[config.mk]
export PLATFORM = sky130hd
export DESIGN_NAME = swr_back_flat
export DESIGN_NICKNAME = d
export VERILOG_FILES = /design/src/rtl/swr_pkg.sv /design/src/rtl/swr_ifs.sv /design/src/rtl/swr_back.sv /design/src/flat_wrapper.sv
export VERILOG_INCLUDE_DIRS = /design/src /design/src/rtl
export SDC_FILE = /design/constraint.sdc
export NUM_CORES = 1
export LEC_CHECK = 0
export BUFFER_PORTS_ARGS = -buffer_cell sky130_fd_sc_hd__buf_2
export CORE_MARGIN = 1.5
export CORE_UTILIZATION = 55
export CTS_BUF_LIST = sky130_fd_sc_hd__clkbuf_2
export DETAILED_ROUTE_END_ITERATION = 10
export HOLD_SLACK_MARGIN = 0.08
export PLACE_DENSITY = 0.72
export SKIP_CTS_REPAIR_TIMING = 1
export SLEW_MARGIN = 30
export SYNTH_ARGS = -nofsm -noshare
export SYNTH_HDL_FRONTEND = slang
export SYNTH_SLANG_ARGS = --single-unit
[constraint.sdc]
create_clock -name clk -period 9.47 [get_ports clk]
set_input_delay 1.4205 -clock clk [delete_from_list [all_inputs] [get_ports clk]]
set_output_delay 1.4205 -clock clk [all_outputs]
set_load 0.01 [all_outputs]
[src/rtl/systematic_weight_resampler_defines.svh]
// assertion macros shared by the resampler rtl
// no dependencies; included by the files that assert
`ifndef SYSTEMATIC_WEIGHT_RESAMPLER_DEFINES_SVH
`define SYSTEMATIC_WEIGHT_RESAMPLER_DEFINES_SVH

// condition must never hold outside reset
`define SWR_ASSERT_NEVER(lbl, clk, rst_n, cond, msg) \
  lbl: assert property (@(posedge clk) disable iff (!rst_n) !(cond)) else $error(msg);

// antecedent implies consequent in the next cycle
`define SWR_ASSERT_NEXT(lbl, clk, rst_n, ante, cons, msg) \
  lbl: assert property (@(posedge clk) disable iff (!rst_n) (ante) |=> (cons)) else $error(msg);

`endif

[src/rtl/swr_pkg.sv]
// shared widths, types and constants of the resampler
// no dependencies
package swr_pkg;

  localparam int WEIGHT_W = 27;
  localparam int LABEL_W  = 16;
  localparam int SUM_W    = 48;
  localparam int CNT_W    = 7;

  localparam logic [CNT_W-1:0] OUT_CNT_RESET = CNT_W'(64);

  typedef enum logic [2:0] {
    BK_IDLE,
    BK_CHECK,
    BK_MUL,
    BK_CMP,
    BK_READ,
    BK_EMIT,
    BK_ERR
  } bk_state_t;

endpackage

[src/rtl/swr_ifs.sv]


interface swr_out_if import swr_pkg::*; ();
  logic               valid;
  logic               ready;
  logic [LABEL_W-1:0] chosen_label;
  logic               last_result;
  logic               norm_error;

  modport source (output valid, chosen_label, last_result, norm_error, input ready);
  modport sink   (input valid, chosen_label, last_result, norm_error, output ready);
endinterface


[src/rtl/swr_back.sv]
// resampling back: normalisation check and merge walk over the stored sums,
// emits labels through an output register; uses swr_pkg
`include "systematic_weight_resampler_defines.svh"

module swr_back import swr_pkg::*; #(
  parameter int MAX_ENTRIES = 1024,
  parameter int MAX_OUTPUTS = 64,
  parameter int FRAC_BITS   = 16
) (
  input  logic                                   clk,
  input  logic                                   rst_n,
  input  logic                                   job_valid,
  input  logic [$clog2(MAX_ENTRIES+1)+SUM_W-1:0] job_data,
  output logic                                   job_pop,
  input  logic [CNT_W-1:0]                       output_count,
  output logic [$clog2(MAX_ENTRIES)-1:0]         rd_addr,
  input  logic [SUM_W-1:0]                       rd_cum,
  input  logic [LABEL_W-1:0]                     rd_label,
  output logic                                   busy,
  swr_out_if.source                              out_ch
);

  localparam int AW     = $clog2(MAX_ENTRIES);
  localparam int NW     = $clog2(MAX_ENTRIES + 1);
  localparam int PROD_W = SUM_W + CNT_W;

  bk_state_t          state_r, state_nxt;
  logic [NW-1:0]      n_r, n_nxt;
  logic [SUM_W-1:0]   sum_r, sum_nxt;
  logic [SUM_W-1:0]   limit_r, limit_nxt, limit_c;
  logic [PROD_W-1:0]  pos_r, pos_nxt, prod_r, prod_nxt;
  logic [AW-1:0]      j_r, j_nxt;
  logic [CNT_W-1:0]   i_r, i_nxt, m_r, m_nxt, m_clamp, m_plus1;
  logic               out_valid_r, out_valid_nxt;
  logic [LABEL_W-1:0] out_label_r, out_label_nxt;
  logic               out_last_r, out_last_nxt;
  logic               out_err_r, out_err_nxt;
  logic               slot_free, norm_bad, advance;

  assign slot_free = !out_valid_r || out_ch.ready;
  assign limit_c   = SUM_W'(n_r) << FRAC_BITS;
  assign norm_bad  = (n_r == '0) || (sum_r > limit_c);
  assign advance   = ((NW'(j_r) + NW'(1)) < n_r) && (pos_r > prod_r);
  assign m_plus1   = m_r + CNT_W'(1);

  always_comb begin
    if (output_count == '0) begin
      m_clamp = CNT_W'(1);
    end else if (output_count > CNT_W'(MAX_OUTPUTS)) begin
      m_clamp = CNT_W'(MAX_OUTPUTS);
    end else begin
      m_clamp = output_count;
    end
  end

  // next state
  always_comb begin
    state_nxt = state_r;
    unique case (state_r)
      BK_IDLE:  if (job_valid) state_nxt = BK_CHECK;
      BK_CHECK: state_nxt = norm_bad ? BK_ERR : BK_MUL;
      BK_MUL:   state_nxt = BK_CMP;
      BK_CMP:   state_nxt = advance ? BK_READ : BK_EMIT;
      BK_READ:  state_nxt = BK_MUL;
      BK_EMIT: begin
        if (slot_free) begin
          state_nxt = (i_r == m_r) ? BK_IDLE : BK_CMP;
        end
      end
      BK_ERR:   if (slot_free) state_nxt = BK_IDLE;
      default:  state_nxt = BK_IDLE;
    endcase
  end

  // datapath and outputs
  always_comb begin
    n_nxt         = n_r;
    sum_nxt       = sum_r;
    limit_nxt     = limit_r;
    pos_nxt       = pos_r;
    prod_nxt      = prod_r;
    j_nxt         = j_r;
    i_nxt         = i_r;
    m_nxt         = m_r;
    out_valid_nxt = out_valid_r && !out_ch.ready;
    out_label_nxt = out_label_r;
    out_last_nxt  = out_last_r;
    out_err_nxt   = out_err_r;
    job_pop       = 1'b0;
    unique case (state_r)
      BK_IDLE: begin
        if (job_valid) begin
          job_pop = 1'b1;
          n_nxt   = job_data[NW+SUM_W-1:SUM_W];
          sum_nxt = job_data[SUM_W-1:0];
          j_nxt   = '0;
          i_nxt   = CNT_W'(1);
          m_nxt   = m_clamp;
        end
      end
      BK_CHECK: begin
        limit_nxt = limit_c;
        pos_nxt   = PROD_W'(limit_c);
      end
      BK_MUL: begin
        prod_nxt = PROD_W'(m_plus1) * PROD_W'(rd_cum);
      end
      BK_CMP: begin
        if (advance) begin
          j_nxt = j_r + AW'(1);
        end
      end
      BK_READ: begin
      end
      BK_EMIT: begin
        if (slot_free) begin
          out_valid_nxt = 1'b1;
          out_label_nxt = rd_label;
          out_last_nxt  = (i_r == m_r);
          out_err_nxt   = 1'b0;
          i_nxt         = i_r + CNT_W'(1);
          pos_nxt       = pos_r + PROD_W'(limit_r);
        end
      end
      BK_ERR: begin
        if (slot_free) begin
          out_valid_nxt = 1'b1;
          out_label_nxt = '0;
          out_last_nxt  = 1'b1;
          out_err_nxt   = 1'b1;
        end
      end
      default: begin
      end
    endcase
  end

  always_ff @(posedge clk) begin
    if (!rst_n) begin
      state_r     <= BK_IDLE;
      out_valid_r <= 1'b0;
    end else begin
      state_r     <= state_nxt;
      out_valid_r <= out_valid_nxt;
    end
  end

  always_ff @(posedge clk) begin
    n_r         <= n_nxt;
    sum_r       <= sum_nxt;
    limit_r     <= limit_nxt;
    pos_r       <= pos_nxt;
    prod_r      <= prod_nxt;
    j_r         <= j_nxt;
    i_r         <= i_nxt;
    m_r         <= m_nxt;
    out_label_r <= out_label_nxt;
    out_last_r  <= out_last_nxt;
    out_err_r   <= out_err_nxt;
  end

  assign rd_addr             = j_r;
  assign busy                = (state_r != BK_IDLE);
  assign out_ch.valid        = out_valid_r;
  assign out_ch.chosen_label = out_label_r;
  assign out_ch.last_result  = out_last_r;
  assign out_ch.norm_error   = out_err_r;

  `SWR_ASSERT_NEVER(a_walk_range, clk, rst_n, (state_r == BK_CMP) && (NW'(j_r) >= n_r), "walk index past loaded entries")
  `SWR_ASSERT_NEXT(a_run_end, clk, rst_n, (state_r == BK_EMIT) && slot_free && (i_r == m_r), (state_r == BK_IDLE) && out_valid_r && out_last_r, "final label not flagged")

endmodule

[src/flat_wrapper.sv]
// flat-port wrapper written by rule: the top's interface ports become plain ports
module swr_back_flat import swr_pkg::*;
#(
  parameter int MAX_ENTRIES = 1024,
  parameter int MAX_OUTPUTS = 64,
  parameter int FRAC_BITS   = 16
)
  (clk, rst_n, job_valid, job_data, job_pop, output_count, rd_addr, rd_cum, rd_label, busy, out_ch_valid, out_ch_chosen_label, out_ch_last_result, out_ch_norm_error, out_ch_ready);
  swr_out_if out_ch_i ();
  input  logic clk;
  input  logic rst_n;
  input  logic job_valid;
  input  logic [$clog2(MAX_ENTRIES+1)+SUM_W-1:0] job_data;
  output logic job_pop;
  input  logic [CNT_W-1:0] output_count;
  output logic [$clog2(MAX_ENTRIES)-1:0] rd_addr;
  input  logic [SUM_W-1:0] rd_cum;
  input  logic [LABEL_W-1:0] rd_label;
  output logic busy;
  output wire logic [$bits(out_ch_i.valid)-1:0] out_ch_valid;
  output wire logic [$bits(out_ch_i.chosen_label)-1:0] out_ch_chosen_label;
  output wire logic [$bits(out_ch_i.last_result)-1:0] out_ch_last_result;
  output wire logic [$bits(out_ch_i.norm_error)-1:0] out_ch_norm_error;
  input wire logic [$bits(out_ch_i.ready)-1:0] out_ch_ready;
  assign out_ch_valid = out_ch_i.valid;
  assign out_ch_chosen_label = out_ch_i.chosen_label;
  assign out_ch_last_result = out_ch_i.last_result;
  assign out_ch_norm_error = out_ch_i.norm_error;
  assign out_ch_i.ready = out_ch_ready;
  swr_back #(.MAX_ENTRIES(MAX_ENTRIES), .MAX_OUTPUTS(MAX_OUTPUTS), .FRAC_BITS(FRAC_BITS)) u_core (.clk(clk), .rst_n(rst_n), .job_valid(job_valid), .job_data(job_data), .job_pop(job_pop), .output_count(output_count), .rd_addr(rd_addr), .rd_cum(rd_cum), .rd_label(rd_label), .busy(busy), .out_ch(out_ch_i));
endmodule
# [Word-level counts from Yosys, hierarchy flattened]
# Index checks and enable logic that the tools add are counted.
[word_totals] inputBits=134 elab_cells=85 regBits=226 out_inout_bits=31
[op_classes] addsub=5 n_eq_ne=11 n_reduce_logical=22 mux=28 mul=1 magnitude_cmp=4
[op_table] op="$pmux 55 s2" count=1
[op_table] op="$add 55x27->55" count=1
[op_table] op="$gt 55x55->1" count=1
[op_table] op="$mul 7x48->55" count=1
[op_table] op="$mux 55" count=1
[op_table] op="$gt 48x27->1" count=1
[op_table] op="$mux 16" count=2
[op_table] op="$pmux 16 s2" count=1
[op_table] op="$mux 7" count=3
[op_table] op="$pmux 3 s7" count=1
[op_table] op="$mux 10" count=2
[op_table] op="$pmux 10 s2" count=1
[op_table] op="$add 7x1->7 const B" count=2
[op_table] op="$pmux 7 s2" count=1
[op_table] op="$mux 3" count=4
[op_table] op="$reduce_and 3->1" count=4
[op_table] op="$add 10x1->11 const B" count=1
[op_table] op="$logic_not 11->1" count=1
[op_table] op="$lt 11x11->1" count=1
[op_table] op="$add 10x1->10 const B" count=1
[op_table] op="$eq 3x3->1 const B" count=3
[op_table] op="$mux 1" count=8
[op_table] op="$reduce_bool 2->1" count=4
[op_table] op="$eq 7x7->1" count=1
[op_table] op="other kinds (15)" count=24

# [Depth between registers and ports, before layout]
[depth] word_depth=5 depth_mapped=25 depth_no_buf=23

# [Least setup slack after synthesis]
# No wires, ideal clock.
[synth_path] kind="input to register" start="input port rd_cum[3]" end="register u_core.prod_r[53] (data pin)" arrival_time_ps=6041 slack_ps=3149 required_time_ps=9190 setup_time_ps=280 path_buffers=0 path_stages=19 path_cell_list="and2_1 > fa_1 > inv_1 > fa_1 > inv_1 > fa_1 > inv_1 > fa_1 > inv_1 > ha_1 > a21oi_2 > o311ai_2 > a2111oi_4 > nor2_2 > a21o_1 > a31o_4 > a311oi_4 > o21a_2 > o211ai_1"
[synth_via] elab_chain_len=1
[synth_lines] item="start: declaration" line="flat_wrapper.sv:17" rtl="input logic [SUM_W-1:0] rd_cum;"
[synth_lines] item="$mul 7x48->55" line="swr_back.sv:106" rtl="prod_nxt = PROD_W'(m_plus1) * PROD_W'(rd_cum);"
[synth_lines] item="end signal: assignment" line="swr_back.sv:153" rtl="prod_r <= prod_nxt;"
[synth_lines] item="end: declaration" line="swr_back.sv:31" rtl="logic [PROD_W-1:0] pos_r, pos_nxt, prod_r, prod_nxt;"
# No other way between the ends.
# A chain may end at the register's enable or synchronous reset.

# [Worst setup path after layout]
[layout_path] start="register u_core.m_r[0]" end="register u_core.prod_r[53] (data pin)"
[layout_via] elab_chain_len=2
[layout_lines] item="start: declaration" line="swr_back.sv:33" rtl="logic [CNT_W-1:0] i_r, i_nxt, m_r, m_nxt, m_clamp, m_plus1;"
[layout_lines] item="start signal: assignment" line="swr_back.sv:156" rtl="m_r <= m_nxt;"
[layout_lines] item="$add 7x1->7" line="swr_back.sv:44" rtl="assign m_plus1 = m_r + CNT_W'(1);"
[layout_lines] item="$mul 7x48->55" line="swr_back.sv:106"
# No other way between the ends.

==> results.yml <==
clocking:
  path_clk_slew_ns: 0.13
  htreeDepth: 2
  clockBufferDepth: 3
  cts_sinks: 210
  cts_buffers: 52
  clk_latency_ns: 0.85
  cts_tree: "done"
  clockRootBuffer: "clkbuf_2"
die:
  num_rows: 70
  dieArea_um2: 38600
  ios: 165
  coreArea_um2: 36800
  fp.dieH_um: 197
  start_util_pct: 56.0
  die_width_um: 197
critical_path:
  end_kind: "register"
  arrival_ns: 7.85
  cp_cell_sequence: "ha_4, nand3_1, xnor2_2, buf_4, nand2_1, fa_1, fa_1, inv_1, fa_1, inv_1, fa_1, inv_1, ha_1, a21oi_2, o311ai_2, a2111oi_4, nor2_2, a21o_1, a31o_4, a311oi_4, o21a_2, o211ai_1"
  crit_type: "register to register"
  crit_required_ns: 9.99
  crit_top_cell: "fa_1"
  critPathMaxStageDelay_ns: 0.74
  crit_fanout: 34
  start_kind: "register"
  slowest_stage: "xnor2_2"
timing:
  tightest_slew_ns: 0.928
  slew-limit-headroom_pct: 37.8
  setup_violations: 0
  rsz0062_at_grt: "no"
  min_period_ns: 7.32
  final.setup.tns_ns: 0
  post-route-period-util_pct: 77.3
  slew_violations: 0
  timing.final.hold_violations: 0
  skew_ns: 0.0824
  clock.fmax_mhz: 137
global_route:
  grt_pass1_vias: 15900
  gr-total-overflow: 0
  grt_start_max_net_pins: 67
  grt_usage_pct: 24.6
  grt_pass1_wl_mm: 77.4
  grt_antenna_before_repair: 1
finish:
  final_util_pct: 61.0
  drive_above_1_share_pct: 12.7
  final_area_um2: 22400
  synthToLayoutAreaGrowth_pct: 8.89
  nNetsFinal: 2708
  layoutNonFillerInstCount: 2705
routing:
  drt_iter0_drc: 782
  vias: 14800
  ant_nets: 0
  routed_wl_mm: 44.8
  route.detailed.drc: 0
  wl_per_cell_um: 16.6
  first_pass_iters: 6
  via_per_inst: 5.49
run_status:
  outcome: "completed"
synthesis:
  synthCells: 2027
  synth.distinct_cells: 65
  synth_commonest_cells: "inv_1 (316), and2_1 (261), fa_1 (230), edfxtp_1 (206), ha_1 (147)"
  avgSynthCellArea_um2: 10.2
  synth_nets: 2538
  synth.most_common_cell: "inv_1"
  ys_ff_latch: 210
  synth_ff_type: "edfxtp_1"
  syn_area_um2: 20600
  yosysTopAreaCell: "edfxtp_1"
  seq_area_frac_synth_pct: 30.4
  synthArstFlopShare_pct: 0
  yosys_warnings: 0
  synth_edf_count: 206
  synth_top_area_share_pct: 30.0
  ys_top_cells_by_area: "edfxtp_1 (30%), fa_1 (22%), ha_1 (8.9%)"
job:
  max-cap-violations: 0
min_path:
  hp-class: "register to register"
placement:
  port-buffer-count: 164
  globalplace.congestion: 0.894
  placedInstanceArea_um2: 22000
  dp_hpwl_mm: 34.4
  dpl.cell_count: 2611
[path summary, 6_finish.rpt]
kind                            depth (start not counted)                 end          start  slack (ns)
worst min register to register                          0  u_core.limit_r[18]  u_core.n_r[2]        0.49
worst max-delay path                                   22   u_core.prod_r[53]  u_core.m_r[0]        2.15
worst min-delay path                                    0  u_core.limit_r[18]  u_core.n_r[2]        0.49
worst max register to register                         22   u_core.prod_r[53]  u_core.m_r[0]        2.15
[per-layer routing]
metal,share of wire [%],up-vias,GRT usage (%)
li1,-,7027,-
met1,44,7427,32.7
met2,50,323,43.2
met3,4.2,65,2.70
met4,1.7,0,6.05
met5,0,-,0
[area by class of cell]
cell class / count / area, um2
Multi-Input combinational cell: 1441 / 13000
Tap cell: 468 / 586
Clock buffer: 77 / 385
Timing Repair Buffer: 176 / 911
Sequential cell: 210 / 6270
Antenna cell: 1 / 2.50
Clock inverter: 16 / 73.8
Inverter: 316 / 1190
Fill cell: 3102 / 14300
[placed cells by master (no fill, tap or decap), types with 4 or more instances in the layout]
| cell | netlist | layout |
|---|---|---|
| inv_1 | 316 | 315 |
| and2_1 | 261 | 261 |
| fa_1 | 230 | 230 |
| edfxtp_1 | 206 | 206 |
| buf_2 | 1 | 164 |
| ha_1 | 147 | 146 |
| nand2_1 | 135 | 135 |
| a21oi_1 | 89 | 87 |
| clkbuf_2 | 2 | 77 |
| nor2_1 | 74 | 73 |
| xnor2_1 | 64 | 62 |
| o21ai_0 | 52 | 51 |
| nand2b_1 | 47 | 47 |
| a21o_1 | 44 | 44 |
| nor2b_1 | 34 | 34 |
| xor2_1 | 37 | 34 |
| nand3_1 | 30 | 29 |
| nand4_1 | 29 | 29 |
| and3_1 | 27 | 27 |
| o21a_1 | 16 | 16 |
| nor4_1 | 16 | 16 |
| nor3_1 | 14 | 13 |
| clkinv_1 | 0 | 12 |
| buf_4 | 0 | 12 |
| o21bai_1 | 11 | 11 |
| a31oi_1 | 9 | 9 |
| o211ai_1 | 8 | 8 |
| a211oi_1 | 6 | 6 |
| mux2i_1 | 5 | 5 |
| a221oi_1 | 4 | 4 |
| o31ai_1 | 4 | 4 |
| dfxtp_1 | 4 | 4 |
[per-stage QoR]
stage	hold slack, ns	setup slack (ns)
final	0.487	2.15
after global routing	0.500	1.80
after CTS	0.495	2.16
after detailed placement	0.487	2.18
after global placement	0.501	2.33
after floorplan	0.452	3.15
[cell families after synthesis]
logic type / synth area share [%]
flip-flops: 30.4
AND/OR/NAND/NOR: 17.9
buffers and inverters: 6.86
multiplexers: 0.243
XOR/XNOR: 4.29
adder cells (fa/ha/maj): 31.3
AO/OA/AOI/OAI: 9.01
[sequential cells by signal, summed over array words and instances (netlist names)]
register	cells
u_core.i_r	7
u_core.limit_r	11
u_core.m_r	7
u_core.n_r	11
u_core.out_ch.chosen_label	16
u_core.out_ch.last_result	1
u_core.out_ch.norm_error	1
u_core.out_ch.valid	1
u_core.pos_r	39
u_core.prod_r	55
u_core.rd_addr	10
u_core.state_r	3
u_core.sum_r	48
[worst max-delay path: cells and delay by family (launching register included)]
| kind | cells | cell delay (ns) |
|---|---|---|
| adders and majority gates | 6 | 2.64 |
| AOI/OAI and AO/OA | 8 | 2.14 |
| xor gates and xnor gates | 1 | 0.74 |
| buffers and inverters | 4 | 0.60 |
| DFF | 1 | 0.56 |
| and+or+nand+nor | 3 | 0.35 |
Power is left out: the tool's default activity adds up to more than one toggle a clock period on the data nets, which glitch-free logic cannot reach.
