[src/rtl/systematic_weight_resampler_defines.svh]
// assertion macros shared by the resampler rtl
// no dependencies; included by the files that assert
`ifndef SYSTEMATIC_WEIGHT_RESAMPLER_DEFINES_SVH
`define SYSTEMATIC_WEIGHT_RESAMPLER_DEFINES_SVH

// condition must never hold outside reset
`define SWR_ASSERT_NEVER(lbl, clk, rst_n, cond, msg) \
  lbl: assert property (@(posedge clk) disable iff (!rst_n) !(cond)) else $error(msg);

// antecedent implies consequent in the next cycle
`define SWR_ASSERT_NEXT(lbl, clk, rst_n, ante, cons, msg) \
  lbl: assert property (@(posedge clk) disable iff (!rst_n) (ante) |=> (cons)) else $error(msg);

`endif

[src/rtl/swr_fifo.sv]
// short request queue between the load front and the resampling back
// no dependencies
module swr_fifo #(
  parameter int WIDTH = 64,
  parameter int DEPTH = 2
) (
  input  logic             clk,
  input  logic             rst_n,
  input  logic             push,
  input  logic [WIDTH-1:0] din,
  input  logic             pop,
  output logic [WIDTH-1:0] dout,
  output logic             empty,
  output logic             full
);

  localparam int PW = (DEPTH > 1) ? $clog2(DEPTH) : 1;
  localparam int CW = $clog2(DEPTH + 1);

  logic [WIDTH-1:0] data_r [DEPTH];
  logic [PW-1:0]    wr_ptr_r, wr_ptr_nxt, rd_ptr_r, rd_ptr_nxt;
  logic [CW-1:0]    count_r, count_nxt;
  logic             do_push, do_pop;

  assign empty   = (count_r == '0);
  assign full    = (count_r == CW'(DEPTH));
  assign do_push = push && !full;
  assign do_pop  = pop && !empty;
  assign dout    = data_r[rd_ptr_r];

  always_comb begin
    wr_ptr_nxt = wr_ptr_r;
    rd_ptr_nxt = rd_ptr_r;
    count_nxt  = count_r;
    if (do_push) begin
      wr_ptr_nxt = (wr_ptr_r == PW'(DEPTH - 1)) ? '0 : wr_ptr_r + PW'(1);
    end
    if (do_pop) begin
      rd_ptr_nxt = (rd_ptr_r == PW'(DEPTH - 1)) ? '0 : rd_ptr_r + PW'(1);
    end
    if (do_push && !do_pop) begin
      count_nxt = count_r + CW'(1);
    end else if (do_pop && !do_push) begin
      count_nxt = count_r - CW'(1);
    end
  end

  always_ff @(posedge clk) begin
    if (!rst_n) begin
      wr_ptr_r <= '0;
      rd_ptr_r <= '0;
      count_r  <= '0;
    end else begin
      wr_ptr_r <= wr_ptr_nxt;
      rd_ptr_r <= rd_ptr_nxt;
      count_r  <= count_nxt;
    end
  end

  always_ff @(posedge clk) begin
    if (do_push) begin
      data_r[wr_ptr_r] <= din;
    end
  end

endmodule

[config.mk]
export PLATFORM = sky130hd
export DESIGN_NAME = swr_fifo
export DESIGN_NICKNAME = d
export VERILOG_FILES = /design/src/rtl/systematic_weight_resampler_defines.svh /design/src/rtl/swr_fifo.sv
export SDC_FILE = /design/constraint.sdc
export NUM_CORES = 1
export LEC_CHECK = 0
export BUFFER_PORTS_ARGS = -buffer_cell sky130_fd_sc_hd__buf_2
export CELL_PAD_IN_SITES_DETAIL_PLACEMENT = 2
export CELL_PAD_IN_SITES_GLOBAL_PLACEMENT = 2
export CORE_MARGIN = 3
export CORE_UTILIZATION = 34
export DETAILED_ROUTE_END_ITERATION = 7
export GPL_TIMING_DRIVEN = 0
export PLACE_DENSITY = 0.72
export SYNTH_ARGS = -nofsm -noshare
export SYNTH_HDL_FRONTEND = slang
export SYNTH_SLANG_ARGS = --single-unit
[constraint.sdc]
create_clock -name clk -period 3.53 [get_ports clk]
set_input_delay 0 -clock clk [delete_from_list [all_inputs] [get_ports clk]]
set_output_delay 0 -clock clk [all_outputs]
set_load 0.01 [all_outputs]
### After elaboration in Yosys (flattened, before gate mapping)

Memory sizes are Yosys's and may differ from the RTL's. A register that Yosys moved wholly into a read port is not among the register bits.
Cells that the tools add are included.

* register bits after elaboration: 4
* input port bits: 68
* memory bits (writable): 128
* memories: 1

Memories
* data_r: words 2, width 64, rd ports 1, clocked after Yosys merged registers in 1, wr ports 1, line swr_fifo.sv:20 `logic [WIDTH-1:0] data_r [DEPTH];`

* add/subtract/negate cells: 4
* reduce and logical (&&, ||, !) cells: 10
* equality and inequality tests: 1
* muxes and demuxes: 8

Operators with widths (count)
* $mux 1: 6
* $logic_and 1x1->1: 4
* $logic_not 1->1: 4
* $mux 2: 2
* $add 1x1->1 const B: 2
* $add 2x1->2 const B: 1
* $eq 2x2->1 const B: 1
* $logic_not 2->1: 1
* $reduce_bool 2->1: 1
* $sub 2x1->2 const B: 1

### Depth between registers and ports, before layout

Gate-level depths: netlist (run 1).

* word-level depth: 7
* gate-level depth with buffers: 7
* gate-level depth less buffers: 7

### Worst setup path after synthesis (run 1)

Ideal clock, no wire load.

* kind: flip-flop to flip-flop
* from: register count_r[0]
* to: memory data_r[0][0], enable pin
* clock period less this slack: 3.569 ns
* data required time: 3.054 ns
* library setup time: 0.476 ns
* arrival time: 3.093 ns
* buffers on the path: 0
* stages on the path, launching flop included: 4
* slack: -0.039 ns
* path through: dfxtp_1 nand2b_1 inv_2 nor3_2

* word-level cells in the longest chain between the ends: 5

Ends and longest elaborated chain
* start, declared: line swr_fifo.sv:22 `logic [CW-1:0] count_r, count_nxt;`
* start signal, assigned: line swr_fifo.sv:56 `count_r <= count_nxt;`
* $eq 2x2->1: line swr_fifo.sv:26 `assign full = (count_r == CW'(DEPTH));`
* named net full: line swr_fifo.sv:14 `output logic full`
* $logic_not 1->1: line swr_fifo.sv:27 `assign do_push = push && !full;`
* $logic_and 1x1->1: line swr_fifo.sv:27
* $mux 1: line swr_fifo.sv:61 `if (do_push) begin`
* $mux 1 (not written as such): line swr_fifo.sv:62 `data_r[wr_ptr_r] <= din;`
* end, declared: line swr_fifo.sv:20

The timed path passes the listed nets, and every way through them passes these cells.

### Worst setup path after layout (run 1)

* from: register count_r[0]
* to: memory data_r[0][4], enable pin

* word-level cells in the longest chain between the ends: 5

Ends and longest elaborated chain (line)
* $eq 2x2->1: swr_fifo.sv:26
* $logic_not 1->1: swr_fifo.sv:27
* $logic_and 1x1->1: swr_fifo.sv:27
* $mux 1: swr_fifo.sv:61
* $mux 1 (not written as such): swr_fifo.sv:62

No other way between the ends.

==> summary by stage, run 1 <==
Outcome
The flow ran to the end, and the final reports show no timing, DRC or antenna violations.

Floorplanning
The height of the chip is 126 um. The starting density of the core is 35.0%. The core area is 0.0139 mm2. The die boundary width is 126 um. Row generation in the floorplan step produced 43 rows. The die covers 0.0158 mm2.

During I/O placement, the number of pins put on the boundary was 134.

Routing
In the routed layout, each cell is associated on average with a via count of 4.48. The average wire per standard cell is 18.5 um. Once detail routing completed, the nets flagged for antenna violations numbered 0. Wires add up to 11.8 mm.

The number of optimization iterations in the first detailed-route pass is 4. Detailed routing inserted a total of 2,860 vias. The final routed DRC violation total is 0.

The DRC violation total after the first TritonRoute iteration is 124.

Critical path
The count of buffering cells on the critical path with inverters included is 4. Data on the critical path is required at its endpoint by 3.64 ns. The largest individual stage delay along the critical path comes from the cell nor3_4. The cell that appears most often on the critical path is buf_16.

The kind of cell adding the most delay to the critical path is simple AND/OR/NAND/NOR gates. The element type at the critical path end is a flip-flop. The arrival time at the worst endpoint is 2.21 ns. The start-to-end type of the worst setup path is reg2reg. In this run the worst path has a maximum fanout of 17. The startpoint class of the critical path is a flip-flop.

The maximum single-stage delay on the critical path is 0.53 ns. The signal on the critical path passes through nand2b_1 -> inv_2 -> nor3_4 -> buf_16 -> buf_16 -> buf_16.

Timing
Setup repair after global routing left no endpoint under its margin. Counting I/O delays and the setup requirement, the final critical path takes 2.10 ns. The slew at the pin closest to its max-slew limit is 0.683 ns. Across the routed clock network, the largest skew measured is 0.00744 ns.

The count of pins over their slew limit is 0. Setup violations remaining at the end of the flow were counted as 0. The worst-case headroom to the max-slew limit is 54.3%. The final critical-path share of the clock period is 59.4%. For this run, the top clock speed supported by timing is 477 MHz. The number of endpoints with negative hold slack in the final report is 0.

GRT
The number of global-route vias before repair is 3,334. Entering global routing, the biggest net connects 43 pins. The global-route congestion overflow total is 0. The first global-routing pass estimated 19.0 mm of wire.

The number of antenna violations at the first check in global routing is 0. For this run, the total global-route usage over all layers was measured as 15.8%.

Clock network
The CTS tree is yes. For this design, the sink count on the clock tree is 133. At the later pin of the worst-skew pair, clock insertion delay measures 0.41 ns.

Clock-pin slew was measured on the worst setup and hold paths at 0.05 ns. The longest clock path from root to sink contains 2 buffers. The number of H-tree levels is 4.

The number of buffers created by CTS is 17. The tree is rooted in a clkbuf_16.

Synth
Ranked by total cell area, the synthesized netlist is headed by edfxtp_1 79%, mux2_2 15%, dfxtp_1 2.1%, buf_6 1.4%, and2_1 0.39%. The fraction of synthesis flops using an asynchronous set or reset pin is 0%. The gate count after technology mapping is 224. The sequential element share of the synthesized area is 81.0%.

Summing the areas of all compound-gate instances in the mapped netlist gives 0.668% of the synthesized area. After synthesis the netlist holds a flip-flop and latch count of 133. The top-area cell type share of the netlist area is 78.9%. The post-synthesis cell type count is 21. By count the netlist is led by 128 x edfxtp_1, 64 x mux2_2, 6 x buf_6, 5 x dfxtp_1, 3 x and2_1. Summing the areas of all fa, ha and maj instances in the mapped netlist gives 0.257% of the synthesized area.

The most used flip-flop cell after synthesis is edfxtp_1. After synthesis, the mean cell area works out to 21.7 um2. The combinational family with the most area after synthesis is multiplexers. The multiplexer share of the synthesized area is 14.8%. The number of nets handed over by synthesis was 293. The count of warnings emitted by yosys is 0. The synthesized netlist devotes 0.539% of its cell area to XOR and XNOR gates. The largest area contributor in the synthesized netlist is edfxtp_1. Of the total synthesized cell area, the portion taken by AND, OR, NAND and NOR gates is 1.13%. The post-synth design cell area is 0.00487 mm2. Counting flops with a built-in enable in the synthesized netlist gives 128. edfxtp_1 is the most common cell in the netlist.

Pwr
Power spread over the standard cell area amounts to 709 mW/mm2. The worst supply voltage drop on vdd is 0.314 mV. The leakage power of the design is 2.70 nW.

Placement
The instance area after placement is 0.00591 mm2. The routability congestion estimate from global placement is 0.691. The port buffer count is 133.

The half-perimeter wire length after placement is 7.39 mm.

Layout
The repair_antennas step left the layout with diodes totalling 0. The number of nets in the finished design is 516. The area overhead of the layout relative to synthesis is 46.6%. After filler insertion, the fill cell instance count of the layout stands at 1,262.

The post-route netlist has 51.4% of its cells at a drive strength greater than 1. The finished cells cover 0.00714 mm2. The area taken by flip-flops and latches is 0.00394 mm2. Summing all multi-input logic gate instances after layout gives 858 um2. For this run, the share of the core covered by cells in the final layout is 51.2%.

Worst hold path
The worst min-delay path class is in2reg.

Flow run
Max-cap violations in this run came to 0.
[cell type report]
class | instances | share of cell area (%)
Sequential cell | 133 | 55.2
Timing Repair Buffer | 204 | 20.5
Multi-Input combinational cell | 82 | 12.0
Clock buffer | 18 | 6.01
Tap cell | 180 | 3.15
Clock inverter | 13 | 1.96
Buffer | 7 | 1.02
Inverter | 2 | 0.105
[registers in the layout, indices dropped and copies added, names as in the netlist, named ones only]
name,cells
wr_ptr_r,1
rd_ptr_r,1
data_r,128
count_r,2
[logic make-up after synthesis]
kind of cell	count (synthesis)
AO/OA/AOI/OAI	5
XOR/XNOR	3
adder cells (fa/ha/maj)	1
buffers and inverters	9
flip-flops	133
multiplexers	64
AND/OR/NAND/NOR	9
[metal layers]
metal | routed length [um] | GRT usage (%)
met4 | 106 | 4.21
met3 | 647 | 5.98
met2 | 6570 | 28.4
met5 | 0 | 0
met1 | 4500 | 17.8
[worst paths after layout]
check | to | cells after the start | slack [ns] | startpoint
worst max-delay path | data_r[0][4] | 6 | 1.43 | count_r[0]
worst min-delay path | flip-flop | 4 | 0.1 | pop
worst max register to register | data_r[0][4] | 6 | 1.43 | count_r[0]
worst min register to register | count_r[1] | 2 | 0.57 | count_r[1]
[power by group]
part | switching (mW) | internal, mW | leakage, nW
Clock | 0.622 | 1.09 | 0.267
Sequential | 0.0639 | 1.98 | 1.24
Combinational | 0.649 | 0.654 | 1.20
Total | 1.33 | 3.73 | 2.70
[repair_timing]
item	4_1_cts	5_1_grt
gates resized for setup	0	0
buffers inserted	0	0
hold buffers	66	0
endpoints found under the hold margin	133	0
setup endpoints to repair	0	0
[worst min-delay path, stage by stage]
cell	delay [ns]
buf_2	0.08
o21ai_1	0.09
xnor2_1	0.17
and2_1	0.12
[placed cells by master (no fill, tap or decap), types with 2 or more instances in the layout]
master / synthesis / routed
dfxtp_1: 5 / 5
clkinvlp_4: 0 / 3
clkinv_1: 0 / 6
buf_16: 0 / 5
dlygate4sd3_1: 0 / 66
nor2_1: 2 / 2
xnor2_1: 2 / 2
bufinv_16: 0 / 3
and2_1: 3 / 3
buf_2: 1 / 134
clkbuf_16: 0 / 17
edfxtp_1: 128 / 128
buf_6: 6 / 6
mux2_2: 64 / 64
[per-stage QoR]
stage	cells	setup TNS (ns)	worst slack (ns)	hold WS, ns	power (mW)
after detailed placement	542	0	1.42	0.192	3.33
after global routing	639	0	1.29	0.101	5.32
after CTS	639	0	1.41	0.0808	5.11
after global placement	537	-3.48	-0.0416	0.187	3.22
final	639	0	1.43	0.0962	5.06
after floorplan	224	0	0.949	0.0989	2.79
(Power assumes the default switching activity.)
==> run 2: changes to the inputs <==
Settings changed: ABC_AREA from default to 1, CORE_UTILIZATION 34 to 35, PLACE_DENSITY 0.72 to 0.73.
Clock period 3.53 ns to 1.9 ns, I/O delays scaled along.
==> summary by stage, run 2 <==
Layout
The library cell used most frequently in the layout, excluding fill and tap cells, is buf_2. The fill cell instance count of the final layout was 1,270 (+0.63%). The count of inserted antenna diode cells is 0 (unchanged). Leaving out fill and tap cells, the most frequent cells in the layout are 133 x buf_2, 128 x edfxtp_1, 65 x dlygate4sd3_1, 60 x mux2_4, 17 x clkbuf_16.

The area overhead of the layout relative to synthesis is 42.0%. The proportion of layout cells with a drive suffix above 1 was 50.6% (-0.78 points). The number of nets in the finished design came to 532 (+3.1%). The final design utilization is 51.9% (+0.61 points).

Counting flops per register, the top entry is data_r. In the final layout, the registers with the most flip-flops are data_r: 128 flops, count_r: 2 flops. The flip-flop count of the largest register, all copies and words added is 128 (unchanged).

Synth
The complex-gate fraction of the synthesized area was 0.460% (-0.21 points). The top-area cell type share of the netlist area is 74.4% (-4.5 points). The number of flops mapped to enable cells by yosys came to 128 (unchanged). The largest total area in the synthesized netlist belongs to edfxtp_1. The share of the synthesized netlist area taken by xor and xnor gates is 0% (-0.54 points). The sequential element share of the synthesized area is 76.3% (-4.6 points). The post-synth design cell area is 0.00517 mm2 (+6.1%). The net count after synthesis is 306 (+4.4%). In the synthesized netlist, the cells that appear most often are 128 x edfxtp_1, 60 x mux2_4, 11 x nor2_1, 9 x inv_1. The multiplexer share of the synthesized area is 18.3% (+3.5 points). The number of storage elements in the synthesis netlist was 133 (unchanged). The most instantiated library cell after synthesis is edfxtp_1. By area the synthesized netlist is led by edfxtp_1 74%, mux2_4 17%, buf_12 2.3%, dfxtp_1 1.9%, mux2_2 0.87%. In the synthesized netlist the dominant register cell turns out to be edfxtp_1.

The combinational family with the most area after synthesis is multiplexers. The per-instance average area after synthesis is 21.8 um2 (+0.24%). The count of warnings emitted by yosys is 0 (unchanged). The gate count after technology mapping is 237 (+5.8%). The fraction of synthesis flops using an asynchronous set or reset pin came to 0% (unchanged). The post-synthesis cell type count was 15 (-29%). The area share of and/or/nand/nor cells after synthesis is 1.45% (+0.32 points). The adder-cell share of the synthesized area came to 0.242% (-0.015 points).

Timing
The final critical delay including setup and external delays is 1.62 ns. The slew at the pin closest to its max-slew limit came to 0.733 ns (+0.0494 ns). The summed negative setup slack over all endpoints is 0 ns (unchanged).

Static timing analysis puts the maximum clock frequency at 618 MHz. The final critical-path share of the clock period is 85.1%. The count of final setup violators came to 0 (unchanged). Setup repair after global routing left no endpoint under its margin. The number of endpoints with negative hold slack in the final report is 0 (unchanged). The worst-case headroom to the max-slew limit is 51.1% (-3.2 points). The clock skew after layout is 0.00653 ns (-0.000912 ns). The count of pins over their slew limit came to 0 (unchanged).

Clock network
TritonCTS built the clock tree. The maximum root-to-sink buffer count is 2 (unchanged). The number of buffers created by CTS came to 17 (unchanged). The clock-pin transition on the worst setup and hold timing paths came to 0.05 ns (about the same). The clock latency on the worst-skew pair came to 0.41 ns (about the same).

The number of H-tree levels was 4 (unchanged). The number of clock sinks seen by CTS is 133 (unchanged). The root buffer cell is clkbuf_16.

Critical path
The element type at the critical path end is an output port. The kind of cell adding the most delay to the critical path is buffers and inverters. The count of buffering cells on the critical path with inverters included is 3 (-1).

The signal on the critical path passes through buf_6 -> buf_12 -> mux2_4 -> buf_2. The maximum single-stage delay on the critical path is 0.34 ns (-0.19 ns). The maximum fanout along the worst path came to 10 (-7). The data required time of the critical path is 1.90 ns (-1.74 ns). The start-to-end type of the worst setup path is reg2out. The startpoint class of the critical path is a flip-flop.

The cell with the biggest individual delay on the critical path is dfxtp_1. The arrival time at the worst endpoint was 1.62 ns (-0.59 ns).

Pwr
The design internal power came to 6.63 mW (+78%). The leakage power of the design is 2.92 nW (+8.2%). The worst supply voltage drop on vdd came to 0.688 mV (+120%).

The logic gate share of total power is 27.9% (+2.1 points). The relative contribution of sequential cells to total power is 42.4% (+1.9 points). The clock network fraction of total power is 29.7% (-4.1 points).

The switching part of the total power was 27.0% (+0.64 points). The total power per unit cell area is 1240 mW/mm2 (+75%). The switching power total is 2.45 mW (+84%).

Routing
The number of optimization iterations in the first detailed-route pass is 4 (unchanged). The highest signal layer in the routed design is met4. The DRC violation total after the first TritonRoute iteration is 137 (+10%). The number of nets with antenna violations after detailed routing came to 0 (unchanged).

The routed length on met1 is 4.86 mm (+7.9%). The routed length on met2 is 6.51 mm (-0.87%). The number of vias per cell after detailed routing came to 4.50 (+0.54%).

The sum of routed wire length over all layers is 12.2 mm (+3.2%). The total via count after detailed routing is 2,934 (+2.6%). The final routed DRC violation total came to 0 (unchanged). The met3 wire length is 684 um (+5.7%). The average wire per standard cell was 18.7 um (+1.2%).

Placement
The half-perimeter wire length after placement came to 7.74 mm (+4.7%). The routability congestion estimate from global placement is 0.682 (-1.3%). The port buffer count is 133 (unchanged).

Worst hold path
The path class of the tightest hold or removal check is in2reg.

Floorplanning
The die area is 0.0163 mm2 (+2.9%). The height of the chip came to 127 um (+1.4%). The placement row count is 43 (unchanged). The starting density of the core came to 36.5% (+1.6 points). The core area is 0.0141 mm2 (+1.5%). The I/O pin count is 134 (unchanged).

The die boundary width is 127 um (+1.4%).

GRT
The total routing usage reported by global routing is 15.9% (+0.047 points). The pin count of the biggest net entering global routing is 25 (-42%). The global-route congestion overflow total was 0 (unchanged). The number of antenna violations at the first check in global routing is 0 (unchanged). The global-route wire length before repair is 19.1 mm (+0.76%). The number of global-route vias before repair is 3,411 (+2.3%).

Outcome
The flow ran to the end, and the final reports show no timing, DRC or antenna violations.

Flow run
The number of maximum-capacitance constraint violations is 0 (unchanged).
## run 2: cell types whose count changed after synthesis, sizes merged, moves of 2 or more
cell,change
nor2,+9
inv,+7
nand2,+6
and2,-3
a21boi,-2
xnor2,-2
## run 2: path summary, 6_finish.rpt
path         slack (ns)  depth (start not counted)          to       start
max                0.28                          4    dout[30]   flip-flop
min                0.04                          4    wr_ptr_r        push
max reg2reg        0.29                          9  count_r[1]  count_r[1]
min reg2reg        0.54                          2    rd_ptr_r    rd_ptr_r
## run 2: final cells by class
cell class / instances / area, um2 / share of cell area, %
inverter: 9 / 33.8 / 0.460
sequential: 133 / 3950 / 53.8
timing repair buffer: 205 / 1430 / 19.5
multi-input combinational: 90 / 1090 / 14.9
buffer: 7 / 131 / 1.79
clock inverter: 9 / 42.5 / 0.580
clock buffer: 19 / 433 / 5.90
tap: 180 / 225 / 3.07
## run 2: cell families (layout without fill, tap and decap cells)
logic type	count (synthesis)	after routing
buffers and inverters	16	249
DFF	133	133
muxes	64	64
AOI/OAI and AO/OA	4	4
adders and majority gates	1	1
and+or+nand+nor	19	21
## run 2: layer usage
metal	global-route usage, %	vias to the layer above
met5	0	-
met4	5.49	0
met3	4.93	15
met2	28.3	103
met1	18.0	1450
li1	-	1366
## run 2: through the flow
stage | total power, mW | std cells | hold slack (ns) | worst slack [ns] | instance area (um2)
after floorplan | 5.42 | 237 | 0.0989 | -0.671 | 5170
after global placement | 6.15 | 550 | 0.188 | -1.83 | 6060
after detailed placement | 6.32 | 554 | 0.192 | -0.210 | 6170
after CTS | 9.19 | 650 | 0.0355 | 0.0276 | 7310
after global routing | 9.54 | 652 | 0.0901 | 0.117 | 7340
final | 9.08 | 652 | 0.0422 | 0.282 | 7340
## run 2: power by group through the flow
stage	registers, mW	logic (mW)	clock network (mW)
2_1_floorplan	3.87	1.55	0
3_3_place_gp	3.90	2.25	0
3_5_place_dp	3.91	2.41	0
4_1_cts	3.85	2.56	2.78
5_1_grt	3.89	2.74	2.90
6_report	3.85	2.53	2.70
## run 2: what timing repair did
item | 4_1_cts | 5_1_grt
cloned | 2 | 0
endpoints found under the hold margin | 133 | 0
pin swaps | 2 | 1
endpoints found under the setup margin | 57 | 19
resized for setup | 1 | 1
setup buffers | 1 | 2
hold buffers | 65 | 0
## run 2: worst register-to-register path, stage by stage, from the launching register on
cell,delay (ns)
dfxtp_1,0.35
inv_1,0.10
o21ai_4,0.29
inv_1,0.11
ha_1,0.34
inv_1,0.08
nand3_1,0.08
nand2_1,0.07
inv_1,0.04
nor2_1,0.08
